===== config.mk =====
export PLATFORM = sky130hd
export DESIGN_NAME = justfloat_frame_receiver
export DESIGN_NICKNAME = d
export VERILOG_FILES = /design/src/sv/jfr_pkg.sv /design/src/sv/justfloat_frame_receiver.sv
export SDC_FILE = /design/constraint.sdc
export NUM_CORES = 1
export LEC_CHECK = 0
export BUFFER_PORTS_ARGS = -buffer_cell sky130_fd_sc_hd__buf_4
export CAP_MARGIN = 20
export CORE_ASPECT_RATIO = 1.5
export CORE_MARGIN = 5
export CORE_UTILIZATION = 55
export DETAILED_ROUTE_END_ITERATION = 8
export GPL_TIMING_DRIVEN = 0
export PLACE_DENSITY = 0.74
export SLEW_MARGIN = 20
export SYNTH_ARGS = -nofsm -noshare
export SYNTH_HDL_FRONTEND = slang
export SYNTH_SLANG_ARGS = --single-unit

===== constraint.sdc =====
create_clock -name clk -period 14.1 [get_ports clk]
set_clock_uncertainty 0.15 [all_clocks]
set_input_delay 2.82 -clock clk [delete_from_list [all_inputs] [get_ports clk]]
set_output_delay 2.82 -clock clk [all_outputs]
set_load 0.1 [all_outputs]

===== src/sv/jfr_pkg.sv =====
package jfr_pkg;

    // frame geometry
    localparam int CHANNELS      = 6;
    localparam int BUFFER_BYTES  = 64;
    localparam int PAYLOAD_BYTES = CHANNELS * 4;
    localparam int FRAME_LEN     = PAYLOAD_BYTES + 4;

    // index width covers the buffer capacity and the full frame length
    localparam int IDX_MAX = (BUFFER_BYTES > FRAME_LEN) ? BUFFER_BYTES : FRAME_LEN;
    localparam int IDX_W   = $clog2(IDX_MAX + 1);
    localparam int CH_W    = $clog2(CHANNELS);

    // footer bytes, oldest first
    localparam logic [7:0] FOOT0 = 8'h00;
    localparam logic [7:0] FOOT1 = 8'h00;
    localparam logic [7:0] FOOT2 = 8'h80;
    localparam logic [7:0] FOOT3 = 8'h7F;

    // channels routed to the output
    localparam int IDX_J2 = 1;
    localparam int IDX_J4 = 3;
    localparam int IDX_J5 = 4;

    localparam logic [16:0] ELAPSED_MAX = 17'h1FFFF;
    localparam logic [15:0] TIMEOUT_RESET = 16'd100;

    // configuration register indexes
    typedef enum logic [0:0] {
        CFG_ENABLE  = 1'b0,
        CFG_TIMEOUT = 1'b1
    } cfg_index_t;

    // item kinds
    localparam logic KIND_BYTE = 1'b0;
    localparam logic KIND_TICK = 1'b1;

    // one result beat
    typedef struct packed {
        logic        frame_dropped;
        logic        frame_accepted;
        logic        online;
        logic [31:0] frame_total;
        logic [31:0] joint_5_bits;
        logic [31:0] joint_4_bits;
        logic [31:0] joint_2_bits;
    } result_t;

endpackage


===== src/sv/justfloat_frame_receiver.sv =====
// output: each result beat is registered, in the skid register while the output stalls
// throughput: one input beat per cycle while the skid is free; a two-deep output stage
//   (register plus skid) keeps input open while one finished result waits downstream
// reset: rst_n is asynchronous, active low; clears index, counters, channel
//   words, frame-seen flag and output valids; enable 0, timeout 100 ms
module justfloat_frame_receiver
    import jfr_pkg::*;
(
    input  logic         clk,
    input  logic         rst_n,
    // input stream
    input  logic         s_tvalid,
    output logic         s_tready,
    input  logic [7:0]   s_tdata,   // [7:0] byte_value
    input  logic         s_tuser,   // [0] kind
    // output stream
    output logic         m_tvalid,
    input  logic         m_tready,
    output logic [127:0] m_tdata,   // joint_2_bits, joint_4_bits, joint_5_bits, frame_total
    output logic [2:0]   m_tuser,   // online, frame_accepted, frame_dropped
    // configuration writes
    input  logic         cfg_we,
    input  logic         cfg_index,
    input  logic [15:0]  cfg_wdata
);

    logic              enable_reg;
    logic [15:0]       timeout_reg;

    logic [IDX_W-1:0]  idx_reg, idx_next;
    logic [7:0]        win_reg [3];
    logic              ok_reg, ok_next;
    logic [31:0]       stage_reg [CHANNELS];
    logic [31:0]       joint_reg [CHANNELS];
    logic              seen_reg, seen_next;
    logic [31:0]       good_reg, good_next;
    logic [16:0]       elapsed_reg, elapsed_next;

    result_t           out_reg, skid_reg, res;
    logic              out_valid_reg, skid_valid_reg;

    logic              s_take, m_take, is_byte;
    logic [IDX_W-1:0]  pos, n;
    logic              footer, bad_word, in_data, accept_frame, drop_frame;

    assign s_tready = !skid_valid_reg;
    assign s_take   = s_tvalid && s_tready;
    assign m_take   = out_valid_reg && m_tready;
    assign is_byte  = (s_tuser == KIND_BYTE);

    // configuration registers
    always_ff @(posedge clk or negedge rst_n)
    begin
        if (!rst_n)
        begin
            enable_reg  <= 1'b0;
            timeout_reg <= TIMEOUT_RESET;
        end
        else if (cfg_we)
        begin
            case (cfg_index_t'(cfg_index))
                CFG_ENABLE:  enable_reg  <= cfg_wdata[0];
                CFG_TIMEOUT: timeout_reg <= cfg_wdata;
                default:     ;
            endcase
        end
    end

    // byte position, footer window and finite check
    always_comb
    begin
        pos      = (idx_reg >= IDX_W'(BUFFER_BYTES)) ? '0 : idx_reg;
        n        = pos + IDX_W'(1);
        in_data  = (pos < IDX_W'(PAYLOAD_BYTES));
        footer   = (n >= IDX_W'(4)) && (win_reg[2] == FOOT0) && (win_reg[1] == FOOT1)
                   && (win_reg[0] == FOOT2) && (s_tdata == FOOT3);
        bad_word = in_data && (pos[1:0] == 2'd3) && (s_tdata[6:0] == 7'h7F)
                   && win_reg[0][7];
        ok_next  = ((pos == '0) ? 1'b1 : ok_reg) && !bad_word;
        accept_frame = is_byte && footer && (n == IDX_W'(FRAME_LEN)) && ok_next;
        drop_frame   = is_byte && footer && !accept_frame;
        idx_next = footer ? '0 : n;
    end

    // frame bookkeeping and timer
    always_comb
    begin
        seen_next    = seen_reg;
        good_next    = good_reg;
        elapsed_next = elapsed_reg;
        if (!is_byte)
        begin
            if (elapsed_reg < ELAPSED_MAX)
                elapsed_next = elapsed_reg + 17'd1;
        end
        else if (accept_frame)
        begin
            seen_next    = 1'b1;
            good_next    = good_reg + 32'd1;
            elapsed_next = '0;
        end
    end

    // result of the beat being taken
    always_comb
    begin
        res.online         = enable_reg && seen_next && (elapsed_next <= {1'b0, timeout_reg});
        res.frame_accepted = accept_frame;
        res.frame_dropped  = drop_frame;
        res.frame_total    = good_next;
        res.joint_2_bits   = accept_frame ? stage_reg[IDX_J2] : joint_reg[IDX_J2];
        res.joint_4_bits   = accept_frame ? stage_reg[IDX_J4] : joint_reg[IDX_J4];
        res.joint_5_bits   = accept_frame ? stage_reg[IDX_J5] : joint_reg[IDX_J5];
    end

    // control state
    always_ff @(posedge clk or negedge rst_n)
    begin
        if (!rst_n)
        begin
            idx_reg     <= '0;
            seen_reg    <= 1'b0;
            good_reg    <= '0;
            elapsed_reg <= '0;
            for (int i = 0; i < CHANNELS; i++)
                joint_reg[i] <= '0;
        end
        else if (s_take)
        begin
            seen_reg    <= seen_next;
            good_reg    <= good_next;
            elapsed_reg <= elapsed_next;
            if (is_byte)
                idx_reg <= idx_next;
            if (accept_frame)
            begin
                for (int i = 0; i < CHANNELS; i++)
                    joint_reg[i] <= stage_reg[i];
            end
        end
    end

    // byte window, running finite flag and word staging
    always_ff @(posedge clk)
    begin
        if (s_take && is_byte)
        begin
            win_reg[2] <= win_reg[1];
            win_reg[1] <= win_reg[0];
            win_reg[0] <= s_tdata;
            ok_reg     <= ok_next;
            if (in_data)
                stage_reg[pos[CH_W+1:2]][{pos[1:0], 3'b000} +: 8] <= s_tdata;
        end
    end

    // output register with skid stage
    always_ff @(posedge clk or negedge rst_n)
    begin
        if (!rst_n)
        begin
            out_valid_reg  <= 1'b0;
            skid_valid_reg <= 1'b0;
        end
        else
        begin
            if (!out_valid_reg || m_take)
            begin
                if (skid_valid_reg)
                begin
                    out_valid_reg  <= 1'b1;
                    skid_valid_reg <= 1'b0;
                end
                else
                    out_valid_reg <= s_take;
            end
            else if (s_take)
                skid_valid_reg <= 1'b1;
        end
    end

    always_ff @(posedge clk)
    begin
        if (!out_valid_reg || m_take)
        begin
            if (skid_valid_reg)
                out_reg <= skid_reg;
            else if (s_take)
                out_reg <= res;
        end
        else if (s_take)
            skid_reg <= res;
    end

    assign m_tvalid = out_valid_reg;
    assign m_tdata  = {out_reg.frame_total, out_reg.joint_5_bits,
                       out_reg.joint_4_bits, out_reg.joint_2_bits};
    assign m_tuser  = {out_reg.frame_dropped, out_reg.frame_accepted, out_reg.online};

    // checks
    a_skid_behind_out: assert property (@(posedge clk) disable iff (!rst_n)
        skid_valid_reg |-> out_valid_reg)
        else $error("skid holds a beat while the output register is empty");

    a_flags_exclusive: assert property (@(posedge clk) disable iff (!rst_n)
        out_valid_reg |-> !(out_reg.frame_accepted && out_reg.frame_dropped))
        else $error("frame both accepted and dropped");

    a_count_step: assert property (@(posedge clk) disable iff (!rst_n)
        (s_take && accept_frame) |=> (good_reg == $past(good_reg) + 32'd1))
        else $error("accepted frame not counted");

    a_index_bound: assert property (@(posedge clk) disable iff (!rst_n)
        idx_reg <= IDX_W'(BUFFER_BYTES))
        else $error("write index beyond buffer capacity");

    a_no_loss: assert property (@(posedge clk) disable iff (!rst_n)
        (out_valid_reg && !m_tready && !skid_valid_reg && s_take) |=> skid_valid_reg)
        else $error("beat taken while output stalled was not held");

endmodule

==> impl_metrics.json, run 1 <==
{
  "outcome": "finished clean",
  "synth_area_per_cell_sq_um": 11.50,
  "seq_power_share_pct": 49.1,
  "hp-class": "register to register",
  "ys.flop_type": "edfxtp_1",
  "endpoint_kind": "register",
  "cts_resized": 0,
  "fin_util_pct": 64.43,
  "cts_buffers": 49,
  "clk_pin_slew_worst_paths_ns": 0.07,
  "die_w_um": 178.4,
  "ys_warn_count": 0,
  "ys_seq_area_share_pct": 67.58,
  "final_area_sq_mm": 0.02707,
  "maxCapViolCount": 0,
  "holdPathStages": 0,
  "synth_largest_area_cell": "edfxtp_1",
  "drive_gt1_share_pct": 14.11,
  "cts_tree": "done",
  "finalMaxSlewViolations": 0,
  "fin_crit_ns": 7.673,
  "yosys-top-cells-count": "nand2_1 (645), edfxtp_1 (383), dfrtp_1 (169)",
  "vias_per_cell": 5.568,
  "wl_per_cell_um": 19.55,
  "async_flop_share_pct": 30.99,
  "finalSetupTns_ns": 0,
  "grt_pass1_vias": 16010,
  "clkLatencyLatePin_ns": 0.59,
  "grt_max_degree": 88,
  "worstSetupPathType": "primary input to register",
  "p_sw_w": 0.001118,
  "finalSetupViolCount": 0,
  "design.die.area_sq_mm": 0.04684,
  "synth_area_sq_mm": 0.02339,
  "r2r-start": "idx_reg[6]",
  "layout_setup_ws_ns": 6.427,
  "wl_met1_um": 21150,
  "cp.arrival_ns": 7.84,
  "p_comb_share_pct": 16.9,
  "max_clock_freq_mhz": 130.3,
  "clockBufferDepth": 3,
  "wl_um": 55910,
  "cp-start-kind": "primary input",
  "yosysMostFrequentCell": "nand2_1",
  "n_antenna_cell": 0,
  "p_per_area_mw_per_mm2": 142.1,
  "ff2ff_path_depth": 20,
  "dr_wl_met3_um": 3196,
  "die_h_um": 262.6,
  "post_cts_buffers": 0,
  "nFillCells": 3163,
  "vias": 15920,
  "clock_power_share_pct": 34.0,
  "track_usage_pct": 23.67,
  "nets": 2311,
  "top_layer": "met4",
  "cts-root-buf": "clkbuf_16",
  "seqCellArea_sq_mm": 0.01581,
  "clock-sinks": 555,
  "firstDrtPassIters": 8,
  "dp_worst_setup_slack_ns": 5.860,
  "p_sw_share_pct": 29.07,
  "crit_path_max_fanout": 10,
  "port_buffers": 162,
  "finalWeightedCongestion": 0.9026,
  "largest_reg_flops": 131,
  "ant_nets": 0,
  "vdd_drop_max_mv": 0.08716,
  "drtIter0Drc": 1433,
  "rsz0062_at_grt": "no",
  "leakage_nw": 11.38,
  "yosys.area.top_type_share_pct": 49.17,
  "start_util_pct": 55.68,
  "ys_types": 58,
  "min_from": "win_reg[0][0]",
  "hold_end": "win_reg[0][8]",
  "hold_viol": 0,
  "antenna_found_initial": 1,
  "reg2reg_to": "m_tuser[0]",
  "crit_required_ns": 14.27,
  "drcViolationCount": 0,
  "place_area_sq_mm": 0.02553,
  "htree_levels": 2,
  "synth_seq_cells": 555,
  "grt_overflow": 0,
  "relSlewSlack_pct": 26.12,
  "netlist_instances": 2035,
  "core.rowCount": 92,
  "internal-power_w": 0.002727,
  "r2r_setup_slack_ns": 7.83,
  "core_area_sq_mm": 0.04202,
  "io-pin-count": 164,
  "synth-edff-count": 383,
  "finalCritPeriodShare_pct": 54.42,
  "wl_met2_um": 29570,
  "synth_area_leaders": "edfxtp_1 (49%), dfrtp_1 (18%), nand2_1 (10%), a31oi_1 (2.7%), mux2_2 (2.4%)",
  "worst_pin_slew_ns": 1.108,
  "area_growth_syn_to_layout_pct": 15.71,
  "grt_pass1_wl_um": 87400,
  "multi_input_area_sq_mm": 0.007061,
  "cts_hold_buf": 0,
  "place_hpwl_um": 39550,
  "syn_nets": 2090
}
## layout by cell type (no fill, tap or decap), drive strengths merged, types with 30 or more instances in the layout
cell    instances
mux2           50
a31oi         102
inv            39
buf           183
nor2          130
nand2         645
nand3          60
o21ai          30
clkbuf        151
nor3           35
and2           51
xnor2          38
edfxtp        383
dfrtp         169
## per-layer routing
layer / track usage [%] / vias to the layer above
met5: 0 / -
met4: 8.408 / 0
met3: 2.893 / 124
met2: 42.60 / 555
met1: 29.18 / 7698
li1: - / 7547
## power by group through the flow
stage / logic, W / registers (W) / clock network (W)
after floorplan: 0.000227 / 0.00216 / 0
after global placement: 0.000627 / 0.00193 / 0
after detailed placement: 0.000650 / 0.00192 / 0
after CTS: 0.000652 / 0.00189 / 0.00132
after global routing: 0.000689 / 0.00189 / 0.00140
final: 0.000649 / 0.00189 / 0.00131
## worst max-delay path, stage by stage
cell      delay [ns]
buf_4           0.17
nor4_1          0.27
nand4_1         0.24
nor3_2          0.78
nand2_1         0.65
clkbuf_1        0.51
buf_1           0.45
nand3_1         0.20
o21ai_0         0.16
ha_1            0.31
nand2_1         0.06
nor3_1          0.44
o31ai_1         0.17
a31oi_1         0.22
a211oi_1        0.09
mux2_2          0.28
## per-stage QoR
stage / power (W) / hold slack (ns) / cells
after detailed placement: 0.002570 / 0.2905 / 2769
after global placement: 0.002557 / 0.2785 / 2761
after floorplan: 0.002387 / 0.2760 / 2035
after global routing: 0.003978 / 0.3180 / 2860
final: 0.003845 / 0.3023 / 2860
after CTS: 0.003863 / 0.3062 / 2860
## kinds of logic after synthesis
family	Yosys count	synth area share [%]
and+or+nand+nor	1018	18.99
DFF	555	67.58
AOI/OAI and AO/OA	188	4.964
buffers and inverters	134	2.300
xor gates and xnor gates	65	2.434
muxes	51	2.450
adders and majority gates	24	1.284
## area by class of cell
cell class                      instances  share of cell area (%)
Sequential cell                       555                   58.40
Inverter                               36                  0.4992
Clock inverter                         25                  0.8182
Tap cell                              564                   2.607
Timing Repair Buffer                  170                   5.223
Clock buffer                           66                   4.877
Buffer                                 98                   1.488
Multi-Input combinational cell       1346                   26.08
## how the worst max path moves through the flow
stage                               to       start
after floorplan            skid_reg[0]    s_tvalid
after global placement    skid_reg[23]    s_tvalid
after detailed placement    m_tuser[0]  s_tdata[7]
after CTS                   m_tuser[0]  s_tdata[7]
after global routing        m_tuser[0]  s_tdata[7]
final                       m_tuser[0]  s_tdata[7]
Power figures use the tool's default switching activity.
==> run 2, diff against run 1 <==
- clock period: 14.1 -> 7.3 ns (I/O delays scaled with it)
==> run 2 against run 1 <==
Register-to-register slack got worse by 6.7 ns. Sequential share of layout area down 0.36 points. Core utilization grew 0.40 points. Setup slack got worse by 5.3 ns. Combinational power up 93%. Clock power up 110%. First-iteration DRC count down 2.7%. Critical path type is now register to register. Highest routed layer unchanged.
==> impl_metrics.json, run 2 (synthesis results as in run 1) <==
{
  "outcome": "finished clean",
  "core.rowCount": 92,
  "ant_nets": 0,
  "antenna_found_initial": 1,
  "maxCapViolCount": 0,
  "hp-class": "register to register",
  "endpoint_kind": "register",
  "finalCritPeriodShare_pct": 84.43,
  "relSlewSlack_pct": 24.65,
  "fin_util_pct": 64.82,
  "firstDrtPassIters": 6,
  "post_cts_buffers": 0,
  "start_util_pct": 55.68,
  "wl_um": 55890,
  "port_buffers": 162,
  "clkLatencyLatePin_ns": 0.58,
  "n_antenna_cell": 0,
  "cts_hold_buf": 0,
  "crit_path_max_fanout": 10,
  "drive_gt1_share_pct": 14.23,
  "nets": 2312,
  "clockBufferDepth": 3,
  "core_area_sq_mm": 0.04202,
  "vdd_drop_max_mv": 0.2102,
  "die_w_um": 178.4,
  "area_growth_syn_to_layout_pct": 16.43,
  "clock-sinks": 555,
  "cts-root-buf": "clkbuf_16",
  "worst_pin_slew_ns": 1.130,
  "p_total_w": 0.007613,
  "largest_reg_flops": 131,
  "cp-start-kind": "register",
  "hold_viol": 0,
  "cts_tree": "done",
  "vias_per_cell": 5.591,
  "cts_buffers": 49,
  "leakage_nw": 11.46,
  "drtIter0Drc": 1394,
  "design.die.area_sq_mm": 0.04684,
  "dp_worst_setup_slack_ns": 0.5103,
  "io-pin-count": 164,
  "cp.arrival_ns": 6.34,
  "instances_no_fill": 2862,
  "cts_resized": 0,
  "dp_cells": 2770,
  "finalSetupViolCount": 0,
  "final_area_sq_mm": 0.02724,
  "p_per_area_mw_per_mm2": 279.5,
  "rsz0062_at_grt": "no",
  "grt_overflow": 0,
  "clk_pin_slew_worst_paths_ns": 0.07,
  "place_area_sq_mm": 0.02555,
  "grt_pass1_wl_um": 87900,
  "grt_max_degree": 77,
  "finalMaxSlewViolations": 0,
  "place_hpwl_um": 39790,
  "layout_setup_ws_ns": 1.137,
  "final_cell_mix": "nand2_1 (645), edfxtp_1 (383), dfrtp_1 (169), buf_4 (163), nor2_1 (129)",
  "max_clock_freq_mhz": 162.3,
  "wl_per_cell_um": 19.53,
  "crit_required_ns": 7.48,
  "htree_levels": 2,
  "track_usage_pct": 23.87,
  "vias": 16000,
  "worstSetupPathType": "register to register",
  "final_common_cell": "nand2_1",
  "grt_pass1_vias": 16210,
  "drcViolationCount": 0,
  "die_h_um": 262.6,
  "fin_crit_ns": 6.163,
  "finalWeightedCongestion": 0.8949
}
run 2: changes by cell type in the layout (fill, tap and decap cells not counted), moves of 2 or more:
cell,previous run,this run
inv_6,3,1
clkbuf_1,99,97
bufinv_16,3,7
clkinv_2,10,8
run 2: path summary, 6_finish.rpt:
kind	startpoint	end	slack, ns	depth (start not counted)
max	idx_reg[6]	m_tuser[0]	1.14	20
min	win_reg[0][1]	win_reg[0][9]	0.31	0
max reg2reg	idx_reg[6]	m_tuser[0]	1.14	20
min reg2reg	win_reg[0][1]	win_reg[0][9]	0.31	0
max in group asynchronous	rst_n	joint_reg[146]	5.67	2
min in group asynchronous	rst_n	joint_reg[40]	0.59	1
run 2: stage by stage:
stage | TNS, ns | hold WS [ns]
2_1_floorplan | 0 | 0.2760
3_3_place_gp | -117.75 | 0.2785
3_5_place_dp | 0 | 0.2908
4_1_cts | 0 | 0.3063
5_1_grt | 0 | 0.3187
6_report | 0 | 0.3076
run 2: power breakdown:
part / total (W) / internal [W] / switching (W) / leakage [nW]
clock network: 0.00271 / 0.00156 / 0.00115 / 0.823
logic: 0.00125 / 0.000310 / 0.000943 / 4.74
registers: 0.00365 / 0.00357 / 0.0000726 / 5.90
total: 0.00761 / 0.00544 / 0.00217 / 11.5
run 2: per-layer routing:
| metal | part of all wire, % | track usage (%) |
|---|---|---|
| met2 | 53 | 42.51 |
| met1 | 38 | 29.73 |
| met5 | 0 | 0 |
| met3 | 5.5 | 3.094 |
| met4 | 3.4 | 8.491 |
run 2: layout make-up:
type,instances,area [sq um]
clock buffer,66,1351
sequential,555,15810
buffer,98,402.9
clock inverter,26,337.8
tap,564,705.7
inverter,36,135.1
fill,3164,14780
timing repair buffer,171,1434
multi-input combinational,1346,7061
run 2: worst max-delay path, stage by stage, from the launching register on:
cell and delay, ns:
dfrtp_1 0.48, clkbuf_1 0.45, nand2b_1 0.33, inv_1 0.16
ha_1 0.22, clkbuf_1 0.18, nand2_1 0.17, nand4b_4 0.15
nor3_2 0.35, nand2_1 0.50, clkbuf_1 0.48, buf_1 0.43
nand3_1 0.18, o21ai_0 0.14, ha_1 0.30, nand2_1 0.06
nor3_1 0.41, o31ai_1 0.16, a31oi_1 0.22, a211oi_1 0.09
mux2_2 0.28
==> run 3, diff against run 2 <==
- CORE_UTILIZATION: 55 -> 54
- PLACE_DENSITY: 0.74 -> 0.75
- clock period: 7.3 -> 5.4 ns (I/O delays scaled with it)
==> run 3 against run 2 <==
Sequential share of layout area decreased by 0.20 points. Wire length is 0.15% higher. Cell count up 0.10%. First-iteration DRC count up 14%. Combinational power up 37%. Fmax increased by 22%. Clock power grew 37%. Register-to-register slack worse by 0.79 ns. Setup slack got worse by 0.79 ns. Die area grew 1.8%. Critical path depth down 1. Critical path type unchanged. Critical endpoint unchanged.
==> impl_metrics.json, run 3 (synthesis results as in run 1) <==
{
  "crit_chain": "clkbuf_2, nand2b_1, inv_1, ha_1, clkbuf_1, nand2_1, nand4b_4, nor3_4, nand3_2, clkbuf_2, nand3_1, o21ai_0, ha_1, nand4_1, nor3_2, o31ai_1, a31oi_1, a211oi_1, mux2_2",
  "cp.arrival_ns": 5.21,
  "grt_max_degree": 76,
  "core_area_sq_mm": 0.04294,
  "finalWeightedCongestion": 0.9238,
  "rsz0062_at_grt": "no",
  "core.rowCount": 93,
  "drtIter0Drc": 1584,
  "r2r-start": "idx_reg[6]",
  "fin_crit_ns": 5.050,
  "cp.depth": 19,
  "dp_worst_setup_slack_ns": -1.080,
  "worst_pin_slew_ns": 1.158,
  "wl_per_cell_um": 19.54,
  "clkLatencyLatePin_ns": 0.57,
  "finalMaxSlewViolations": 0,
  "endpoint_kind": "register",
  "final_cell_mix": "nand2_1 (644), edfxtp_1 (383), dfrtp_1 (169), buf_4 (163), nor2_1 (129)",
  "die_w_um": 179.9,
  "drive_gt1_share_pct": 14.68,
  "leakage_nw": 11.52,
  "outcome": "finished clean",
  "wl_um": 55970,
  "clk_pin_slew_worst_paths_ns": 0.07,
  "area_growth_syn_to_layout_pct": 16.84,
  "top_layer": "met4",
  "finalCritPeriodShare_pct": 93.52,
  "setup.worst_path.end": "m_tuser[0]",
  "wl_met2_um": 29240,
  "maxCapViolCount": 0,
  "final_common_cell": "nand2_1",
  "n_antenna_cell": 0,
  "dr_wl_met3_um": 3151,
  "port_buffers": 162,
  "post_cts_buffers": 0,
  "hp-class": "primary input to async pin",
  "htree_levels": 2,
  "wl_met1_um": 20720,
  "crit_start": "idx_reg[6]",
  "cp_slowest_stage_delay_ns": 0.49,
  "drcViolationCount": 0,
  "start_util_pct": 54.48,
  "ff2ff_path_depth": 19,
  "grt_pass1_vias": 16390,
  "worstSetupPathType": "register to register",
  "nets": 2310,
  "holdWs_ns": 0.2576,
  "firstDrtPassIters": 8,
  "vias_per_cell": 5.618,
  "cts_tree": "done",
  "largest_reg_flops": 131,
  "ant_nets": 0,
  "grt_pass1_wl_um": 87370,
  "grt_overflow": 0,
  "place_hpwl_um": 40260,
  "crit_path_max_fanout": 10,
  "reg2reg_to": "m_tuser[0]",
  "cp_slowest_cell": "dfrtp_1",
  "r2r_setup_slack_ns": 0.35,
  "cts_buffers": 49,
  "relSlewSlack_pct": 22.83,
  "critPathTopFamily": "simple AND/OR/NAND/NOR gates",
  "cts-root-buf": "clkbuf_16",
  "layout_setup_ws_ns": 0.3497,
  "hold_viol": 0,
  "max_clock_freq_mhz": 198.0,
  "crit_required_ns": 5.56,
  "die_h_um": 264.9,
  "worst-path-buf-inv": 4,
  "clock-sinks": 555,
  "clockBufferDepth": 3,
  "design.die.area_sq_mm": 0.04767,
  "cp-start-kind": "register",
  "io-pin-count": 164,
  "finalSetupViolCount": 0,
  "track_usage_pct": 23.01,
  "vias": 16100,
  "vdd_drop_max_mv": 0.2251,
  "p_per_area_mw_per_mm2": 378.1,
  "antenna_found_initial": 0
}
run 3: worst min-delay path by stage:
stage                      endpoint  slack [ns]  cells after the start           start
floorplan            win_reg[0][15]        0.28                      0   win_reg[0][7]
global placement     win_reg[0][18]        0.28                      0  win_reg[0][10]
detailed placement   win_reg[0][13]        0.29                      0   win_reg[0][5]
CTS                   joint_reg[42]        0.25                      1           rst_n
global route        timeout_reg[15]        0.26                      1           rst_n
finish              timeout_reg[15]        0.26                      1           rst_n
run 3: layout make-up:
type                       instances  area (sq um)
sequential                       555         15810
fill                            3232         15610
multi-input combinational       1346          7084
timing repair buffer             172          1484
clock buffer                      61          1334
tap                              570         713.2
buffer                            95         395.4
clock inverter                    30         377.9
inverter                          36         135.1
run 3: power by group:
part	internal [W]	leakage (nW)	switching (W)
logic	0.000425	4.79	0.00129
registers	0.00483	5.90	0.0000961
clock network	0.00215	0.831	0.00155
run 3: metrics by stage:
step                instance area, sq um  util, %  setup TNS (ns)  total power [W]  cells
floorplan                          23400        -               0         0.006227   2035
detailed placement                 25600    59.63          -1.873         0.006723   2777
finish                             27330    63.66               0          0.01033   2865
CTS                                27330    63.64               0          0.01041   2865
global route                       27330    63.66               0          0.01070   2865
global placement                   25330    58.99         -107.23         0.006671   2767
run 3: metal layers:
metal / global-route usage [%] / vias up
li1: - / 7547
met1: 26.78 / 7760
met2: 41.73 / 618
met3: 3.240 / 171
met5: 0 / -
met4: 11.40 / 0
run 3: what timing repair did:
action / in CTS / in global routing
resized for setup: 5 / 5
cloned: 0 / 0
hold endpoints to repair: 0 / 0
hold buffers: 0 / 0
setup endpoints to repair: 2 / 1
